<file path="config.mk">
export PLATFORM = sky130hd
export DESIGN_NAME = indexed_binary_heap_queue
export DESIGN_NICKNAME = d
export VERILOG_FILES = /design/src/rtl/ibhq_pkg.sv /design/src/rtl/ibhq_ram.sv /design/src/rtl/ibhq_ctrl.sv /design/src/rtl/ibhq_dp.sv /design/src/rtl/indexed_binary_heap_queue.sv
export SDC_FILE = /design/constraint.sdc
export NUM_CORES = 2
export LEC_CHECK = 0
export ABC_AREA = 1
export BUFFER_PORTS_ARGS = -buffer_cell sky130_fd_sc_hd__buf_4
export CAP_MARGIN = 10
export CORE_MARGIN = 2
export CORE_UTILIZATION = 50
export CTS_BUF_LIST = sky130_fd_sc_hd__clkbuf_4 sky130_fd_sc_hd__clkbuf_8
export CTS_CLUSTER_SIZE = 30
export DETAILED_ROUTE_END_ITERATION = 8
export PLACE_DENSITY = 0.65
export RECOVER_POWER = 25
export SKIP_LAST_GASP = 1
export SYNTH_ARGS = -nofsm -noshare
export SYNTH_HDL_FRONTEND = slang
export SYNTH_SLANG_ARGS = --single-unit
</file>
<file path="constraint.sdc">
create_clock -name aclk -period 19 [get_ports aclk]
set_clock_uncertainty 0.15 [all_clocks]
set_input_delay 3.8 -clock aclk [delete_from_list [all_inputs] [get_ports aclk]]
set_output_delay 3.8 -clock aclk [all_outputs]
set_load 0.02 [all_outputs]
</file>
<file path="src/rtl/ibhq_pkg.sv">
// ----------------------------------------------------------------------------
// ibhq_pkg
// Shared types, codes and defaults for the indexed binary heap queue.
// ----------------------------------------------------------------------------
package ibhq_pkg;

    localparam int CAPACITY_DEF  = 64;
    localparam int KEY_WIDTH_DEF = 32;
    localparam int TAG_W         = 6;
    localparam int TAG_COUNT     = 64;
    localparam int IN_W          = 40;
    localparam int OUT_W         = 48;
    localparam int COUNT_OUT_W   = 7;

    localparam logic [1:0] MODE_INSERT     = 2'd0;
    localparam logic [1:0] MODE_REMOVE_TOP = 2'd1;
    localparam logic [1:0] MODE_REMOVE     = 2'd2;
    localparam logic [1:0] MODE_CHANGE     = 2'd3;

    localparam logic [1:0] STATUS_OK    = 2'd0;
    localparam logic [1:0] STATUS_FULL  = 2'd1;
    localparam logic [1:0] STATUS_EMPTY = 2'd2;
    localparam logic [1:0] STATUS_TAG   = 2'd3;

    typedef enum logic [4:0] {
        ACT_NONE,
        ACT_LOAD,
        ACT_ERR_FULL,
        ACT_ERR_EMPTY,
        ACT_ERR_TAG,
        ACT_INS,
        ACT_RM_TOP,
        ACT_RM_TAG,
        ACT_CHG,
        ACT_RMTAG_GET,
        ACT_LAST_DONE,
        ACT_LAST_MOVE,
        ACT_UP_RD,
        ACT_UP_MOVE,
        ACT_DN_RD_L,
        ACT_DN_LEFT,
        ACT_DN_RIGHT,
        ACT_DN_MOVE,
        ACT_FIN,
        ACT_TOP_RD,
        ACT_TOP_CAP,
        ACT_OUT
    } act_t;

    typedef struct packed {
        act_t act;
    } cmd_t;

    typedef struct packed {
        logic [1:0] mode;
        logic       full;
        logic       empty;
        logic       live;
        logic       pos_ok;
        logic       p_root;
        logic       p_is_last;
        logic       first;
        logic       up_better;
        logic       l_over;
        logic       r_exists;
        logic       dn_better;
        logic       out_free;
    } sts_t;

endpackage

</file>
<file path="src/rtl/ibhq_ram.sv">
// ----------------------------------------------------------------------------
// ibhq_ram
// Generic single-write, single-read RAM with registered read data.
// ----------------------------------------------------------------------------
module ibhq_ram #(
    parameter int WIDTH = 8,
    parameter int DEPTH = 64
) (
    input  logic                     aclk,
    input  logic                     we,
    input  logic [$clog2(DEPTH)-1:0] waddr,
    input  logic [WIDTH-1:0]         wdata,
    input  logic [$clog2(DEPTH)-1:0] raddr,
    output logic [WIDTH-1:0]         rdata
);

    logic [WIDTH-1:0] mem [DEPTH];

    always_ff @(posedge aclk) begin
        if (we) begin
            mem[waddr] <= wdata;
        end
        rdata <= mem[raddr];
    end

endmodule

</file>
<file path="src/rtl/ibhq_ctrl.sv">
// ----------------------------------------------------------------------------
// ibhq_ctrl
// Sequencer: decodes the operation, then steps the sift loop one heap
// level at a time and issues datapath actions.
// ----------------------------------------------------------------------------
module ibhq_ctrl (
    input  logic             aclk,
    input  logic             aresetn,
    input  logic             s_tvalid,
    output logic             s_tready,
    input  ibhq_pkg::sts_t   sts,
    output ibhq_pkg::cmd_t   cmd
);

    typedef enum logic [3:0] {
        S_IDLE, S_CHECK, S_RMTAG, S_LAST, S_UP, S_UPCMP, S_DN, S_DNL, S_DNR,
        S_DNCMP, S_FIN, S_TOP, S_TOPW, S_OUT
    } state_t;

    state_t state_reg, state_next;
    logic   ready_reg, ready_next;

    always_comb begin
        state_next = state_reg;
        ready_next = ready_reg;
        cmd.act    = ibhq_pkg::ACT_NONE;
        unique case (state_reg)
            S_IDLE: begin
                if (s_tvalid && ready_reg) begin
                    cmd.act    = ibhq_pkg::ACT_LOAD;
                    ready_next = 1'b0;
                    state_next = S_CHECK;
                end
            end
            S_CHECK: begin
                if (sts.mode == ibhq_pkg::MODE_INSERT) begin
                    if (sts.full) begin
                        cmd.act    = ibhq_pkg::ACT_ERR_FULL;
                        state_next = S_TOP;
                    end else if (sts.live) begin
                        cmd.act    = ibhq_pkg::ACT_ERR_TAG;
                        state_next = S_TOP;
                    end else begin
                        cmd.act    = ibhq_pkg::ACT_INS;
                        state_next = S_UP;
                    end
                end else if (sts.empty) begin
                    cmd.act    = ibhq_pkg::ACT_ERR_EMPTY;
                    state_next = S_TOP;
                end else if (sts.mode == ibhq_pkg::MODE_REMOVE_TOP) begin
                    cmd.act    = ibhq_pkg::ACT_RM_TOP;
                    state_next = S_RMTAG;
                end else if (!sts.pos_ok) begin
                    cmd.act    = ibhq_pkg::ACT_ERR_TAG;
                    state_next = S_TOP;
                end else if (sts.mode == ibhq_pkg::MODE_REMOVE) begin
                    cmd.act    = ibhq_pkg::ACT_RM_TAG;
                    state_next = S_LAST;
                end else begin
                    cmd.act    = ibhq_pkg::ACT_CHG;
                    state_next = S_UP;
                end
            end
            S_RMTAG: begin
                cmd.act    = ibhq_pkg::ACT_RMTAG_GET;
                state_next = S_LAST;
            end
            S_LAST: begin
                if (sts.p_is_last) begin
                    cmd.act    = ibhq_pkg::ACT_LAST_DONE;
                    state_next = S_TOP;
                end else begin
                    cmd.act    = ibhq_pkg::ACT_LAST_MOVE;
                    state_next = S_UP;
                end
            end
            S_UP: begin
                if (sts.p_root) begin
                    state_next = sts.first ? S_DN : S_FIN;
                end else begin
                    cmd.act    = ibhq_pkg::ACT_UP_RD;
                    state_next = S_UPCMP;
                end
            end
            S_UPCMP: begin
                if (sts.up_better) begin
                    cmd.act    = ibhq_pkg::ACT_UP_MOVE;
                    state_next = S_UP;
                end else begin
                    state_next = sts.first ? S_DN : S_FIN;
                end
            end
            S_DN: begin
                if (sts.l_over) begin
                    state_next = S_FIN;
                end else begin
                    cmd.act    = ibhq_pkg::ACT_DN_RD_L;
                    state_next = S_DNL;
                end
            end
            S_DNL: begin
                cmd.act    = ibhq_pkg::ACT_DN_LEFT;
                state_next = sts.r_exists ? S_DNR : S_DNCMP;
            end
            S_DNR: begin
                cmd.act    = ibhq_pkg::ACT_DN_RIGHT;
                state_next = S_DNCMP;
            end
            S_DNCMP: begin
                if (sts.dn_better) begin
                    cmd.act    = ibhq_pkg::ACT_DN_MOVE;
                    state_next = S_DN;
                end else begin
                    state_next = S_FIN;
                end
            end
            S_FIN: begin
                cmd.act    = ibhq_pkg::ACT_FIN;
                state_next = S_TOP;
            end
            S_TOP: begin
                cmd.act    = ibhq_pkg::ACT_TOP_RD;
                state_next = S_TOPW;
            end
            S_TOPW: begin
                cmd.act    = ibhq_pkg::ACT_TOP_CAP;
                state_next = S_OUT;
            end
            S_OUT: begin
                if (sts.out_free) begin
                    cmd.act    = ibhq_pkg::ACT_OUT;
                    ready_next = 1'b1;
                    state_next = S_IDLE;
                end
            end
            default: state_next = S_IDLE;
        endcase
    end

    always_ff @(posedge aclk) begin
        if (!aresetn) begin
            state_reg <= S_IDLE;
            ready_reg <= 1'b1;
        end else begin
            state_reg <= state_next;
            ready_reg <= ready_next;
        end
    end

    assign s_tready = ready_reg;

endmodule

</file>
<file path="src/rtl/ibhq_dp.sv">
// ----------------------------------------------------------------------------
// ibhq_dp
// Datapath: heap and tag-position memories, the moving entry, slot index,
// entry count, key compare and the result register.
// ----------------------------------------------------------------------------
module ibhq_dp #(
    parameter int CAPACITY  = ibhq_pkg::CAPACITY_DEF,
    parameter int KEY_WIDTH = ibhq_pkg::KEY_WIDTH_DEF
) (
    input  logic                        aclk,
    input  logic                        aresetn,
    input  logic                        cfg_wr_en,
    input  logic                        cfg_wr_data,
    input  logic [ibhq_pkg::IN_W-1:0]   s_tdata,
    input  ibhq_pkg::cmd_t              cmd,
    output ibhq_pkg::sts_t              sts,
    output logic                        m_tvalid,
    input  logic                        m_tready,
    output logic [ibhq_pkg::OUT_W-1:0]  m_tdata
);

    localparam int PW = $clog2(CAPACITY + 1);
    localparam int AW = $clog2(CAPACITY);
    localparam int TW = ibhq_pkg::TAG_W;
    localparam int EW = KEY_WIDTH + TW;

    // input fields
    logic [KEY_WIDTH+31:0] key_ext;
    logic [KEY_WIDTH-1:0]  s_key;
    logic [TW-1:0]         s_tag;

    assign key_ext = {{KEY_WIDTH{1'b0}}, s_tdata[33:2]};
    assign s_key   = key_ext[KEY_WIDTH-1:0];
    assign s_tag   = s_tdata[39:34];

    logic                 sf_reg;
    logic [1:0]           mode_reg;
    logic [KEY_WIDTH-1:0] key_in_reg;
    logic [TW-1:0]        tag_in_reg;
    logic [KEY_WIDTH-1:0] cur_key_reg;
    logic [TW-1:0]        cur_tag_reg;
    logic [PW-1:0]        p_reg;
    logic [PW-1:0]        cnt_reg;
    logic                 first_reg;
    logic [1:0]           status_reg;
    logic [KEY_WIDTH-1:0] ch_key_reg;
    logic [TW-1:0]        ch_tag_reg;
    logic [PW:0]          ch_idx_reg;
    logic [ibhq_pkg::TAG_COUNT-1:0] valid_reg;
    logic [KEY_WIDTH-1:0] top_key_reg;
    logic [TW-1:0]        top_tag_reg;
    logic                 m_tvalid_reg;
    logic [ibhq_pkg::OUT_W-1:0] m_tdata_reg;

    // memories
    logic          h_we;
    logic [AW-1:0] h_waddr, h_raddr;
    logic [EW-1:0] h_wdata, h_rdata;
    logic          t_we;
    logic [TW-1:0] t_waddr, t_raddr;
    logic [PW-1:0] t_wdata, t_rdata;

    ibhq_ram #(.WIDTH(EW), .DEPTH(CAPACITY)) u_heap (
        .aclk(aclk), .we(h_we), .waddr(h_waddr), .wdata(h_wdata),
        .raddr(h_raddr), .rdata(h_rdata)
    );

    ibhq_ram #(.WIDTH(PW), .DEPTH(ibhq_pkg::TAG_COUNT)) u_tpos (
        .aclk(aclk), .we(t_we), .waddr(t_waddr), .wdata(t_wdata),
        .raddr(t_raddr), .rdata(t_rdata)
    );

    logic [KEY_WIDTH-1:0] r_key;
    logic [TW-1:0]        r_tag;
    logic [PW-1:0]        parent, p_m1, cnt_m1, parent_m1;
    logic [PW:0]          l_idx, r_idx;

    assign r_key     = h_rdata[KEY_WIDTH-1:0];
    assign r_tag     = h_rdata[EW-1:KEY_WIDTH];
    assign parent    = p_reg >> 1;
    assign p_m1      = p_reg - PW'(1);
    assign cnt_m1    = cnt_reg - PW'(1);
    assign parent_m1 = parent - PW'(1);
    assign l_idx     = {p_reg, 1'b0};
    assign r_idx     = l_idx + (PW+1)'(1);

    function automatic logic better(input logic [KEY_WIDTH-1:0] a,
                                    input logic [KEY_WIDTH-1:0] b,
                                    input logic                 sf);
        better = sf ? (a < b) : (a > b);
    endfunction

    // status toward the sequencer
    always_comb begin
        sts.mode      = mode_reg;
        sts.full      = (cnt_reg == PW'(CAPACITY));
        sts.empty     = (cnt_reg == '0);
        sts.live      = valid_reg[tag_in_reg];
        sts.pos_ok    = valid_reg[tag_in_reg] && (t_rdata != '0) && (t_rdata <= cnt_reg);
        sts.p_root    = (p_reg == PW'(1));
        sts.p_is_last = (p_reg == cnt_reg);
        sts.first     = first_reg;
        sts.up_better = better(cur_key_reg, r_key, sf_reg);
        sts.l_over    = (l_idx > {1'b0, cnt_reg});
        sts.r_exists  = (r_idx <= {1'b0, cnt_reg});
        sts.dn_better = better(ch_key_reg, cur_key_reg, sf_reg);
        sts.out_free  = !m_tvalid_reg || m_tready;
    end

    // memory ports
    always_comb begin
        h_we    = 1'b0;
        h_waddr = p_m1[AW-1:0];
        h_wdata = {cur_tag_reg, cur_key_reg};
        h_raddr = '0;
        t_we    = 1'b0;
        t_waddr = cur_tag_reg;
        t_wdata = p_reg;
        t_raddr = s_tag;
        case (cmd.act)
            ibhq_pkg::ACT_RMTAG_GET,
            ibhq_pkg::ACT_RM_TAG:  h_raddr = cnt_m1[AW-1:0];
            ibhq_pkg::ACT_UP_RD:   h_raddr = parent_m1[AW-1:0];
            ibhq_pkg::ACT_DN_RD_L: h_raddr = AW'(l_idx - (PW+1)'(1));
            ibhq_pkg::ACT_DN_LEFT: h_raddr = l_idx[AW-1:0];
            ibhq_pkg::ACT_UP_MOVE: begin
                h_we    = 1'b1;
                h_wdata = h_rdata;
                t_we    = 1'b1;
                t_waddr = r_tag;
            end
            ibhq_pkg::ACT_DN_MOVE: begin
                h_we    = 1'b1;
                h_wdata = {ch_tag_reg, ch_key_reg};
                t_we    = 1'b1;
                t_waddr = ch_tag_reg;
            end
            ibhq_pkg::ACT_FIN: begin
                h_we = 1'b1;
                t_we = 1'b1;
            end
            default: ;
        endcase
    end

    logic [KEY_WIDTH+31:0]            top_ext;
    logic [PW+ibhq_pkg::COUNT_OUT_W-1:0] cnt_ext;

    assign top_ext = {32'd0, top_key_reg};
    assign cnt_ext = {{ibhq_pkg::COUNT_OUT_W{1'b0}}, cnt_reg};

    always_ff @(posedge aclk) begin
        if (!aresetn) begin
            sf_reg       <= 1'b0;
            cnt_reg      <= '0;
            valid_reg    <= '0;
            m_tvalid_reg <= 1'b0;
        end else begin
            if (cfg_wr_en) begin
                sf_reg <= cfg_wr_data;
            end
            if (cmd.act == ibhq_pkg::ACT_OUT) begin
                m_tvalid_reg <= 1'b1;
            end else if (m_tready) begin
                m_tvalid_reg <= 1'b0;
            end
            case (cmd.act)
                ibhq_pkg::ACT_INS:       cnt_reg <= cnt_reg + PW'(1);
                ibhq_pkg::ACT_LAST_DONE,
                ibhq_pkg::ACT_LAST_MOVE: cnt_reg <= cnt_m1;
                ibhq_pkg::ACT_RMTAG_GET: valid_reg[r_tag] <= 1'b0;
                ibhq_pkg::ACT_RM_TAG:    valid_reg[tag_in_reg] <= 1'b0;
                ibhq_pkg::ACT_UP_MOVE:   valid_reg[r_tag] <= 1'b1;
                ibhq_pkg::ACT_DN_MOVE:   valid_reg[ch_tag_reg] <= 1'b1;
                ibhq_pkg::ACT_FIN:       valid_reg[cur_tag_reg] <= 1'b1;
                default: ;
            endcase
        end
    end

    always_ff @(posedge aclk) begin
        case (cmd.act)
            ibhq_pkg::ACT_LOAD: begin
                mode_reg   <= s_tdata[1:0];
                key_in_reg <= s_key;
                tag_in_reg <= s_tag;
                status_reg <= ibhq_pkg::STATUS_OK;
            end
            ibhq_pkg::ACT_ERR_FULL:  status_reg <= ibhq_pkg::STATUS_FULL;
            ibhq_pkg::ACT_ERR_EMPTY: status_reg <= ibhq_pkg::STATUS_EMPTY;
            ibhq_pkg::ACT_ERR_TAG:   status_reg <= ibhq_pkg::STATUS_TAG;
            ibhq_pkg::ACT_INS: begin
                cur_key_reg <= key_in_reg;
                cur_tag_reg <= tag_in_reg;
                p_reg       <= cnt_reg + PW'(1);
                first_reg   <= 1'b0;
            end
            ibhq_pkg::ACT_RM_TOP: p_reg <= PW'(1);
            ibhq_pkg::ACT_RM_TAG: p_reg <= t_rdata;
            ibhq_pkg::ACT_CHG: begin
                cur_key_reg <= key_in_reg;
                cur_tag_reg <= tag_in_reg;
                p_reg       <= t_rdata;
                first_reg   <= 1'b1;
            end
            ibhq_pkg::ACT_LAST_MOVE: begin
                cur_key_reg <= r_key;
                cur_tag_reg <= r_tag;
                first_reg   <= 1'b1;
            end
            ibhq_pkg::ACT_UP_MOVE: begin
                p_reg     <= parent;
                first_reg <= 1'b0;
            end
            ibhq_pkg::ACT_DN_LEFT: begin
                ch_key_reg <= r_key;
                ch_tag_reg <= r_tag;
                ch_idx_reg <= l_idx;
            end
            ibhq_pkg::ACT_DN_RIGHT: begin
                // left wins ties
                if (better(r_key, ch_key_reg, sf_reg)) begin
                    ch_key_reg <= r_key;
                    ch_tag_reg <= r_tag;
                    ch_idx_reg <= r_idx;
                end
            end
            ibhq_pkg::ACT_DN_MOVE: p_reg <= ch_idx_reg[PW-1:0];
            ibhq_pkg::ACT_TOP_CAP: begin
                top_key_reg <= (cnt_reg != '0) ? r_key : '0;
                top_tag_reg <= (cnt_reg != '0) ? r_tag : '0;
            end
            ibhq_pkg::ACT_OUT: begin
                m_tdata_reg <= {1'b0, cnt_ext[ibhq_pkg::COUNT_OUT_W-1:0], top_tag_reg,
                                top_ext[31:0], status_reg};
            end
            default: ;
        endcase
    end

    assign m_tvalid = m_tvalid_reg;
    assign m_tdata  = m_tdata_reg;

endmodule

</file>
<file path="src/rtl/indexed_binary_heap_queue.sv">
// ----------------------------------------------------------------------------
// indexed_binary_heap_queue
// Indexed binary max/min heap priority queue with tag lookup.
// ----------------------------------------------------------------------------
// Each transaction runs to completion before the next is taken: insert, remove
// top, remove by tag or change a tag's key, each followed by a sift unless it
// ends in an error status or removes the entry in the last slot. Sifting moves
// one heap level at a time: a parent read per level moved up, or reads of the
// children per level moved down, as the heap memory has a single read port.
// A finished result waits in the output register while the next item is taken.
// Write configuration (smallest_first) only while idle.
module indexed_binary_heap_queue #(
    parameter int CAPACITY  = ibhq_pkg::CAPACITY_DEF,
    parameter int KEY_WIDTH = ibhq_pkg::KEY_WIDTH_DEF
) (
    input  logic                       aclk,
    input  logic                       aresetn,
    input  logic                       cfg_wr_en,
    input  logic                       cfg_wr_data,   // smallest_first
    input  logic                       s_tvalid,
    output logic                       s_tready,
    input  logic [ibhq_pkg::IN_W-1:0]  s_tdata,       // mode[1:0], key[33:2], tag[39:34]
    output logic                       m_tvalid,
    input  logic                       m_tready,
    output logic [ibhq_pkg::OUT_W-1:0] m_tdata        // status[1:0], top_key[33:2],
                                                      // top_tag[39:34], entry_count[46:40]
);

    ibhq_pkg::cmd_t cmd;
    ibhq_pkg::sts_t sts;

    ibhq_ctrl u_ctrl (
        .aclk(aclk), .aresetn(aresetn),
        .s_tvalid(s_tvalid), .s_tready(s_tready),
        .sts(sts), .cmd(cmd)
    );

    ibhq_dp #(.CAPACITY(CAPACITY), .KEY_WIDTH(KEY_WIDTH)) u_dp (
        .aclk(aclk), .aresetn(aresetn),
        .cfg_wr_en(cfg_wr_en), .cfg_wr_data(cfg_wr_data),
        .s_tdata(s_tdata), .cmd(cmd), .sts(sts),
        .m_tvalid(m_tvalid), .m_tready(m_tready), .m_tdata(m_tdata)
    );

endmodule
</file>
After elaboration in Yosys (flattened, before gate mapping)
Memory sizes are Yosys's and may differ from the RTL's. A register that Yosys moved wholly into a read port is not among the register bits.
Index checks and enable logic that the tools add are counted.
Widths: inputs -> output; s select.
Word-level totals
  flip-flop bits (word level): 296
  memory bits (writable): 2880
  input port bits: 46
  output and inout bits: 50
  logic and storage cells: 195
  memories kept: 2
Memory list
  u_dp.u_heap.mem: words 64, bits a word 38, rd ports 1, clocked after memory_dff 1, wr ports 1, RTL line ibhq_ram.sv:17  | logic [WIDTH-1:0] mem [DEPTH];
  u_dp.u_tpos.mem: words 64, bits a word 7, rd ports 1, clocked after memory_dff 1, wr ports 1, RTL line ibhq_ram.sv:17
Cells by class
  add/subtract/negate cells: 6
  $lt $le $gt $ge: 17
  equality and inequality tests: 41
  muxes and demuxes: 69
  bitwise logic cells: 7
  reduce and logical (&&, ||, !) cells: 33
Operators by type and width (count)
  $pmux 64 s5: 1
  $or 64x64->64: 3
  $and 64x64->64: 2
  $not 64->64: 2
  $pmux 32 s2: 2
  $gt 32x32->1: 3
  $lt 32x32->1: 3
  $pmux 38 s2: 1
  $mux 4: 18
  $pmux 5 s14: 1
  $pmux 4 s14: 1
  $eq 5x4->1 const B: 8
  $pmux 6 s2: 3
  $mux 5: 7
  $pmux 7 s5: 1
  $mux 32: 1
  $lt 6x7->1 const B: 4
  $pmux 7 s2: 2
  $eq 5x5->1 const B: 5
  $demux 1 s6: 4
  $eq 4x4->1 const B: 6
  $ge 6x1->1 const B: 4
  $pmux 6 s4: 1
  $eq 5x3->1 const B: 4
  other kinds (40): 86

Depth between registers and ports, before layout
  word-level depth: 14
  depth in mapped cells: 34
  depth with buffers taken out: 31

Modules after synthesis
A second synthesis with hierarchy kept.
Unflattened totals
  cells, all modules: 11884
  area, all modules: 134516.5 um^2
Modules (own cells, without submodules)
  ibhq_ram at u_dp.u_heap: times used 1, cells each 8027, area an instance 97863.9 um^2, sequential area each 73790.8 um^2
  ibhq_ram at u_dp.u_tpos: times used 1, cells each 1590, area an instance 18545.3 um^2, sequential area each 13593.0 um^2
  ibhq_dp: times used 1, cells each 2133, area an instance 17415.5 um^2, sequential area each 8007.7 um^2
  ibhq_ctrl: times used 1, cells each 134, area an instance 691.9 um^2, sequential area each 100.1 um^2

Worst setup path after synthesis
No wires, ideal clock.
  path kind: input -> register
  start point: input port s_tvalid
  end point: register u_dp.cur_key_reg[0], enable pin
  setup time: 396 ps
  arrival: 9025 ps
  required time: 18454 ps
  setup slack: 9429 ps
  cell stages on the path: 12
  buffers on the path: 0
  cell sequence: nand2_1 -> nor3_1 -> inv_1 -> nand4_1 -> nor2_1 -> nand2_1 -> nor2_1 -> nand2_1 -> inv_1 -> nor4_1 -> nor2_1 -> nand2_1
Between the ends
  word-level cells in the longest chain between the ends: 6
  elaborated cells on any way between the ends: 8
  classes of those cells: 3 x eq/ne; 2 x mux; 3 x reduce/logical
RTL lines
  start: declaration: RTL line indexed_binary_heap_queue.sv:20  | input logic s_tvalid,
  $logic_and 1x1->1 *: RTL line ibhq_ctrl.sv:29  | if (s_tvalid && ready_reg) begin
  $mux 1 *: RTL line ibhq_ctrl.sv:29
  $pmux 5 s14 *: RTL line ibhq_ctrl.sv:27  | unique case (state_reg)
  $eq 5x4->1 / $eq 5x3->1 (equally long branches): RTL line ibhq_dp.sv:182  | case (cmd.act)
  $reduce_or 2->1 (no source line)
  $reduce_bool 2->1 (no source line) *
  end signal: assignment: RTL line ibhq_dp.sv:193  | cur_key_reg <= key_in_reg;
  end signal: assignment: RTL line ibhq_dp.sv:201  | cur_key_reg <= key_in_reg;
  end signal: assignment: RTL line ibhq_dp.sv:207  | cur_key_reg <= r_key;
  end: declaration: RTL line ibhq_dp.sv:40  | logic [KEY_WIDTH-1:0] cur_key_reg;
Every way passes the cells marked *; elsewhere a longest branch is shown, timed or not.
A chain may end at the register's enable or synchronous reset.

Final worst setup path
  start point: register u_dp.p_reg[0]
  end point: register u_dp.u_heap.rdata[37] (read register of u_dp.u_heap.mem)
Between the ends
  word-level cells in the longest chain between the ends: 6
  elaborated cells on any way between the ends: 15
  classes of those cells: 1 x add/sub; 1 x order compare; 7 x eq/ne; 5 x mux; 1 x reduce/logical
RTL lines
  start: declaration: RTL line ibhq_dp.sv:42  | logic [PW-1:0] p_reg;
  start signal: assignment: RTL line ibhq_dp.sv:195  | p_reg <= cnt_reg + PW'(1);
  start signal: assignment: RTL line ibhq_dp.sv:199  | ibhq_pkg::ACT_RM_TAG: p_reg <= t_rdata;
  start signal: assignment: RTL line ibhq_dp.sv:203  | p_reg <= t_rdata;
  $gt 8x7->1, or another cell as far along: RTL line ibhq_dp.sv:104  | sts.l_over = (l_idx > {1'b0, cnt_reg});
  $mux 4, or another cell as far along: RTL line ibhq_ctrl.sv:94  | if (sts.l_over) begin
  $pmux 5 s14: RTL line ibhq_ctrl.sv:27
  $eq 5x4->1 / $eq 5x3->1 (equally long branches): RTL line ibhq_dp.sv:120  | case (cmd.act)
  $reduce_or 2->1: RTL line ibhq_dp.sv:120
  $pmux 6 s4 *: RTL line ibhq_dp.sv:120
  end: declaration: RTL line ibhq_ram.sv:14  | output logic [WIDTH-1:0] rdata
Marked as above.

==> metrics <==
result of the run complete, but fails checks; failing checks max-capacitance violations, max-slew violations; worst hold-check path type reg -> reg; mean routed wirelength per cell about 24 µm; first-iteration detailed-routing DRC count 14.1k; starting utilization of the core area 50.4%; register bit total from synthesis 3221; combined area of all synthesized cells 144000 µm²; portion of total power attributed to sequential cells 38.8%; Cells after Synth ~13k; maximum vdd drop between 150 and 200 µV; number of setup violations in the final report 0; number of enable-type register cells in the synthesized netlist roughly 3.1k; category of the worst setup path capture point flip-flop; area leader, netlist sky130_fd_sc_hd__edfxtp_1; max-capacitance violation count 41; Max Clock Freq 83.7 MHz; CTS sink count between 3k and 4k; number of routed nets with antenna violations 0; Pwr per Cell Area 145 nW/µm²; main area contributors after synthesis sky130_fd_sc_hd__edfxtp_1 65%, sky130_fd_sc_hd__nand3_1 9.2%, sky130_fd_sc_hd__nand2_1 5.3%, sky130_fd_sc_hd__inv_1 5.2%, sky130_fd_sc_hd__nand3b_1 4.0%; buffer levels on the longest clock path 4; aggregate global routing overflow 0; total negative slack 0 ns; leakage power roughly 60 nW; number of cells traversed by the worst hold path 0; share of cells above drive strength 1 8.53%; Final nets 13.6k; maximum number of pins on one net before global-route repair 234; CTS tree done; number of max-slew violations in the final report 2513; height of the die 540 µm; Gate power share 34.7%; final clock period utilization by the worst path 62.9%; CTS H-tree lvls 6; placed instance area 148000 µm²; total wire length after detailed routing 427000 µm; transition at the pin with the smallest max-transition slack approximately 4.2 ns; CTS root buffer sky130_fd_sc_hd__clkbuf_8; global-route wire length before repair 631000 µm; NetSw 0.00912 W; share of the synthesized area in the top cell type between 60% and 70%; global-route total usage across every layer between 20% and 30%; number of top-level pins 96; syn_nets 13.5k; clock transition at the registers of the reported paths 0.06 ns; via count of the routed design between 100k and 150k; number of cells traversed by the worst register-to-register path 24; Filler Cells Inserted 23.9k; Crit Path Category reg -> reg; full die area 292000 µm²; detail-routed via count per cell 5.89; most crowded layer after global routing met2; worst slew slack as a fraction of its limit -180%; number of remaining DRC errors 0; hold violation total from the final report 0; floorplan die width 540 µm; worst skew pair latency approximately 1.2 ns; unrepaired setup endpoints after global routing false; final hold slack 0.265 ns; data required time at the worst endpoint 19.83 ns; Tmin final 11.95 ns; number of rows in the core area 196; HPWL reported at the end of detailed placement 225000 µm; Worst setup SP type flip-flop; met1 GRT Util 40.6%; share of flip-flops with an asynchronous set or reset after synthesis 0%; switching share of total power roughly 40%; area of the core about 290000 µm²; sequential-to-total area share from yosys stat between 60% and 70%; total clock buffers created by CTS 537; initial antenna violation count 17; internal power component 0.0138 W; Buffers on Ports 94; met3 Use GR 6.55%; met2 track demand over resource in global routing 43.4%; number of global-route vias before repair 98.7k; biggest fanout along the worst timing path 88; area grow syn2layout 10.0%; Largest register FFs 2432; hold bufs inserted after CTS 0; arrival time at the worst endpoint around 13 ns; cells resized by post-CTS repair 0; dominant synthesized flop cell sky130_fd_sc_hd__edfxtp_1; Ys Warns 0; Post-CTS Setup Bufs 0; Cell variety after synth 59; Post-Layout Inst Area 158000 µm²; Clk network pwr share a little over a quarter; router iterations before antenna repair 6; global placement routability congestion 0.882; syn avg cell area roughly 11 µm²
==> cells in the final DEF (no fill, tap or decap), types with 8 or more instances in the layout <==
master / count
sky130_fd_sc_hd__a211oi_1: 12
sky130_fd_sc_hd__a21oi_1: 188
sky130_fd_sc_hd__a221oi_1: 9
sky130_fd_sc_hd__buf_4: 178
sky130_fd_sc_hd__clkbuf_1: 97
sky130_fd_sc_hd__clkbuf_4: 222
sky130_fd_sc_hd__clkbuf_8: 559
sky130_fd_sc_hd__clkinv_1: 111
sky130_fd_sc_hd__clkinv_2: 34
sky130_fd_sc_hd__clkinv_8: 10
sky130_fd_sc_hd__dfxtp_1: 123
sky130_fd_sc_hd__edfxtp_1: 3098
sky130_fd_sc_hd__ha_1: 116
sky130_fd_sc_hd__inv_1: 1977
sky130_fd_sc_hd__inv_12: 8
sky130_fd_sc_hd__inv_2: 26
sky130_fd_sc_hd__inv_6: 13
sky130_fd_sc_hd__inv_8: 14
sky130_fd_sc_hd__nand2_1: 2034
sky130_fd_sc_hd__nand3_1: 2647
sky130_fd_sc_hd__nand3b_1: 760
sky130_fd_sc_hd__nand4_1: 27
sky130_fd_sc_hd__nor2_1: 589
sky130_fd_sc_hd__nor2_4: 33
sky130_fd_sc_hd__nor3_1: 114
sky130_fd_sc_hd__nor4_1: 8
sky130_fd_sc_hd__o211ai_1: 82
sky130_fd_sc_hd__o21ai_0: 371
sky130_fd_sc_hd__o221ai_1: 78
sky130_fd_sc_hd__o221ai_4: 26
sky130_fd_sc_hd__o22ai_1: 121
sky130_fd_sc_hd__xor2_1: 13
==> routing by layer <==
layer	vias to the layer above	wire, µm
met5	-	39
met4	6	12900
met3	897	51300
met2	6103	190000
met1	50300	173000
li1	46100	-
==> through the flow <==
step	instances	power [W]	util, %	setup WS, ns
after detailed placement	16600	0.0167	51.9	9.00
after floorplan	13400	0.0139	-	9.43
after CTS	17600	0.0228	55.6	10.21
final	17600	0.0229	55.4	7.05
after global placement	16600	0.0166	51.9	9.06
after global routing	17600	0.0239	55.4	6.33
==> synthesized netlist by cell type, types with 12 or more instances <==
cell type	number
sky130_fd_sc_hd__edfxtp_1	3098
sky130_fd_sc_hd__nand3_1	2647
sky130_fd_sc_hd__nand2_1	2036
sky130_fd_sc_hd__inv_1	2003
sky130_fd_sc_hd__nand3b_1	760
sky130_fd_sc_hd__nor2_1	621
sky130_fd_sc_hd__clkbuf_1	400
sky130_fd_sc_hd__o21ai_0	371
sky130_fd_sc_hd__buf_2	241
sky130_fd_sc_hd__a21oi_1	190
sky130_fd_sc_hd__dfxtp_1	123
sky130_fd_sc_hd__o22ai_1	121
sky130_fd_sc_hd__buf_1	116
sky130_fd_sc_hd__ha_1	116
sky130_fd_sc_hd__nor3_1	115
sky130_fd_sc_hd__o221ai_1	104
sky130_fd_sc_hd__o211ai_1	82
sky130_fd_sc_hd__buf_4	58
sky130_fd_sc_hd__nand4_1	27
sky130_fd_sc_hd__xor2_1	13
sky130_fd_sc_hd__a211oi_1	12
sky130_fd_sc_hd__nor4_1	12
==> area by class of cell <==
type	count	area (µm²)	area share, %
clock buffer	746	9100	5.75
tap	3762	4710	2.97
sequential	3221	95500	60.3
multi-input combinational	7311	38000	24.0
inverter	2019	7620	4.81
clock inverter	191	1340	0.844
antenna	5	12.5	0.00790
timing repair buffer	316	2080	1.32
==> cell families (layout without fill, tap and decap cells) <==
kind of cell / count (synthesis) / in the layout / share of synthesized area, %
AND/OR/NAND/NOR: 6242 / 6242 / 20.8
flip-flops: 3221 / 3221 / 66.4
buffers and inverters: 2837 / 3272 / 7.78
AO/OA/AOI/OAI: 935 / 935 / 3.91
adder cells (fa/ha/maj): 116 / 116 / 1.01
XOR/XNOR: 17 / 17 / 0.103
other: 1 / 6 / 0.00261
==> worst max-delay path: stages (launching register included) <==
cell	delay [ns]
sky130_fd_sc_hd__edfxtp_1	0.31
sky130_fd_sc_hd__clkbuf_1	2.91
sky130_fd_sc_hd__inv_1	1.45
sky130_fd_sc_hd__nand2_1	0.31
sky130_fd_sc_hd__a21oi_1	0.10
sky130_fd_sc_hd__nand4_1	0.13
sky130_fd_sc_hd__and2_0	0.78
sky130_fd_sc_hd__nor2_1	0.09
sky130_fd_sc_hd__nand2_1	0.10
sky130_fd_sc_hd__nor2_1	0.06
sky130_fd_sc_hd__nand2_1	0.15
sky130_fd_sc_hd__nand2_2	0.14
sky130_fd_sc_hd__o21ai_4	0.38
sky130_fd_sc_hd__nand2_8	0.43
sky130_fd_sc_hd__nand2_8	0.62
sky130_fd_sc_hd__buf_4	0.79
sky130_fd_sc_hd__buf_4	0.89
sky130_fd_sc_hd__buf_4	0.75
sky130_fd_sc_hd__nand2_1	0.12
sky130_fd_sc_hd__nand3_1	0.11
sky130_fd_sc_hd__nand3_1	0.09
sky130_fd_sc_hd__nand3_1	0.13
sky130_fd_sc_hd__nand3_1	0.13
sky130_fd_sc_hd__nand3_1	0.12
sky130_fd_sc_hd__nand2_1	0.07
==> worst paths after layout <==
| check | startpoint | end | slack, ns |
|---|---|---|---|
| hold reg to reg | u_dp.top_key_reg[13]$_SDFFCE_PN0N_ | u_dp.m_tdata[15]$_DFFE_PP_ | 0.26 |
| setup / recovery | u_dp.p_reg[0]$_DFFE_PP_ | u_dp.u_heap.rdata[37]$_DFF_P_ | 7.05 |
| setup reg to reg | u_dp.p_reg[0]$_DFFE_PP_ | u_dp.u_heap.rdata[37]$_DFF_P_ | 7.05 |
| hold / removal | u_dp.top_key_reg[13]$_SDFFCE_PN0N_ | u_dp.m_tdata[15]$_DFFE_PP_ | 0.26 |
==> power groups by stage <==
| stage | clock (W) | combinational, W | sequential [W] |
|---|---|---|---|
| floorplan | 0 | 0.00507 | 0.00887 |
| global placement | 0 | 0.00766 | 0.00895 |
| detailed placement | 0 | 0.00778 | 0.00895 |
| CTS | 0.00614 | 0.00780 | 0.00880 |
| global route | 0.00645 | 0.00859 | 0.00890 |
| finish | 0.00606 | 0.00793 | 0.00889 |
Note: power is estimated with default switching activity, not from simulation.
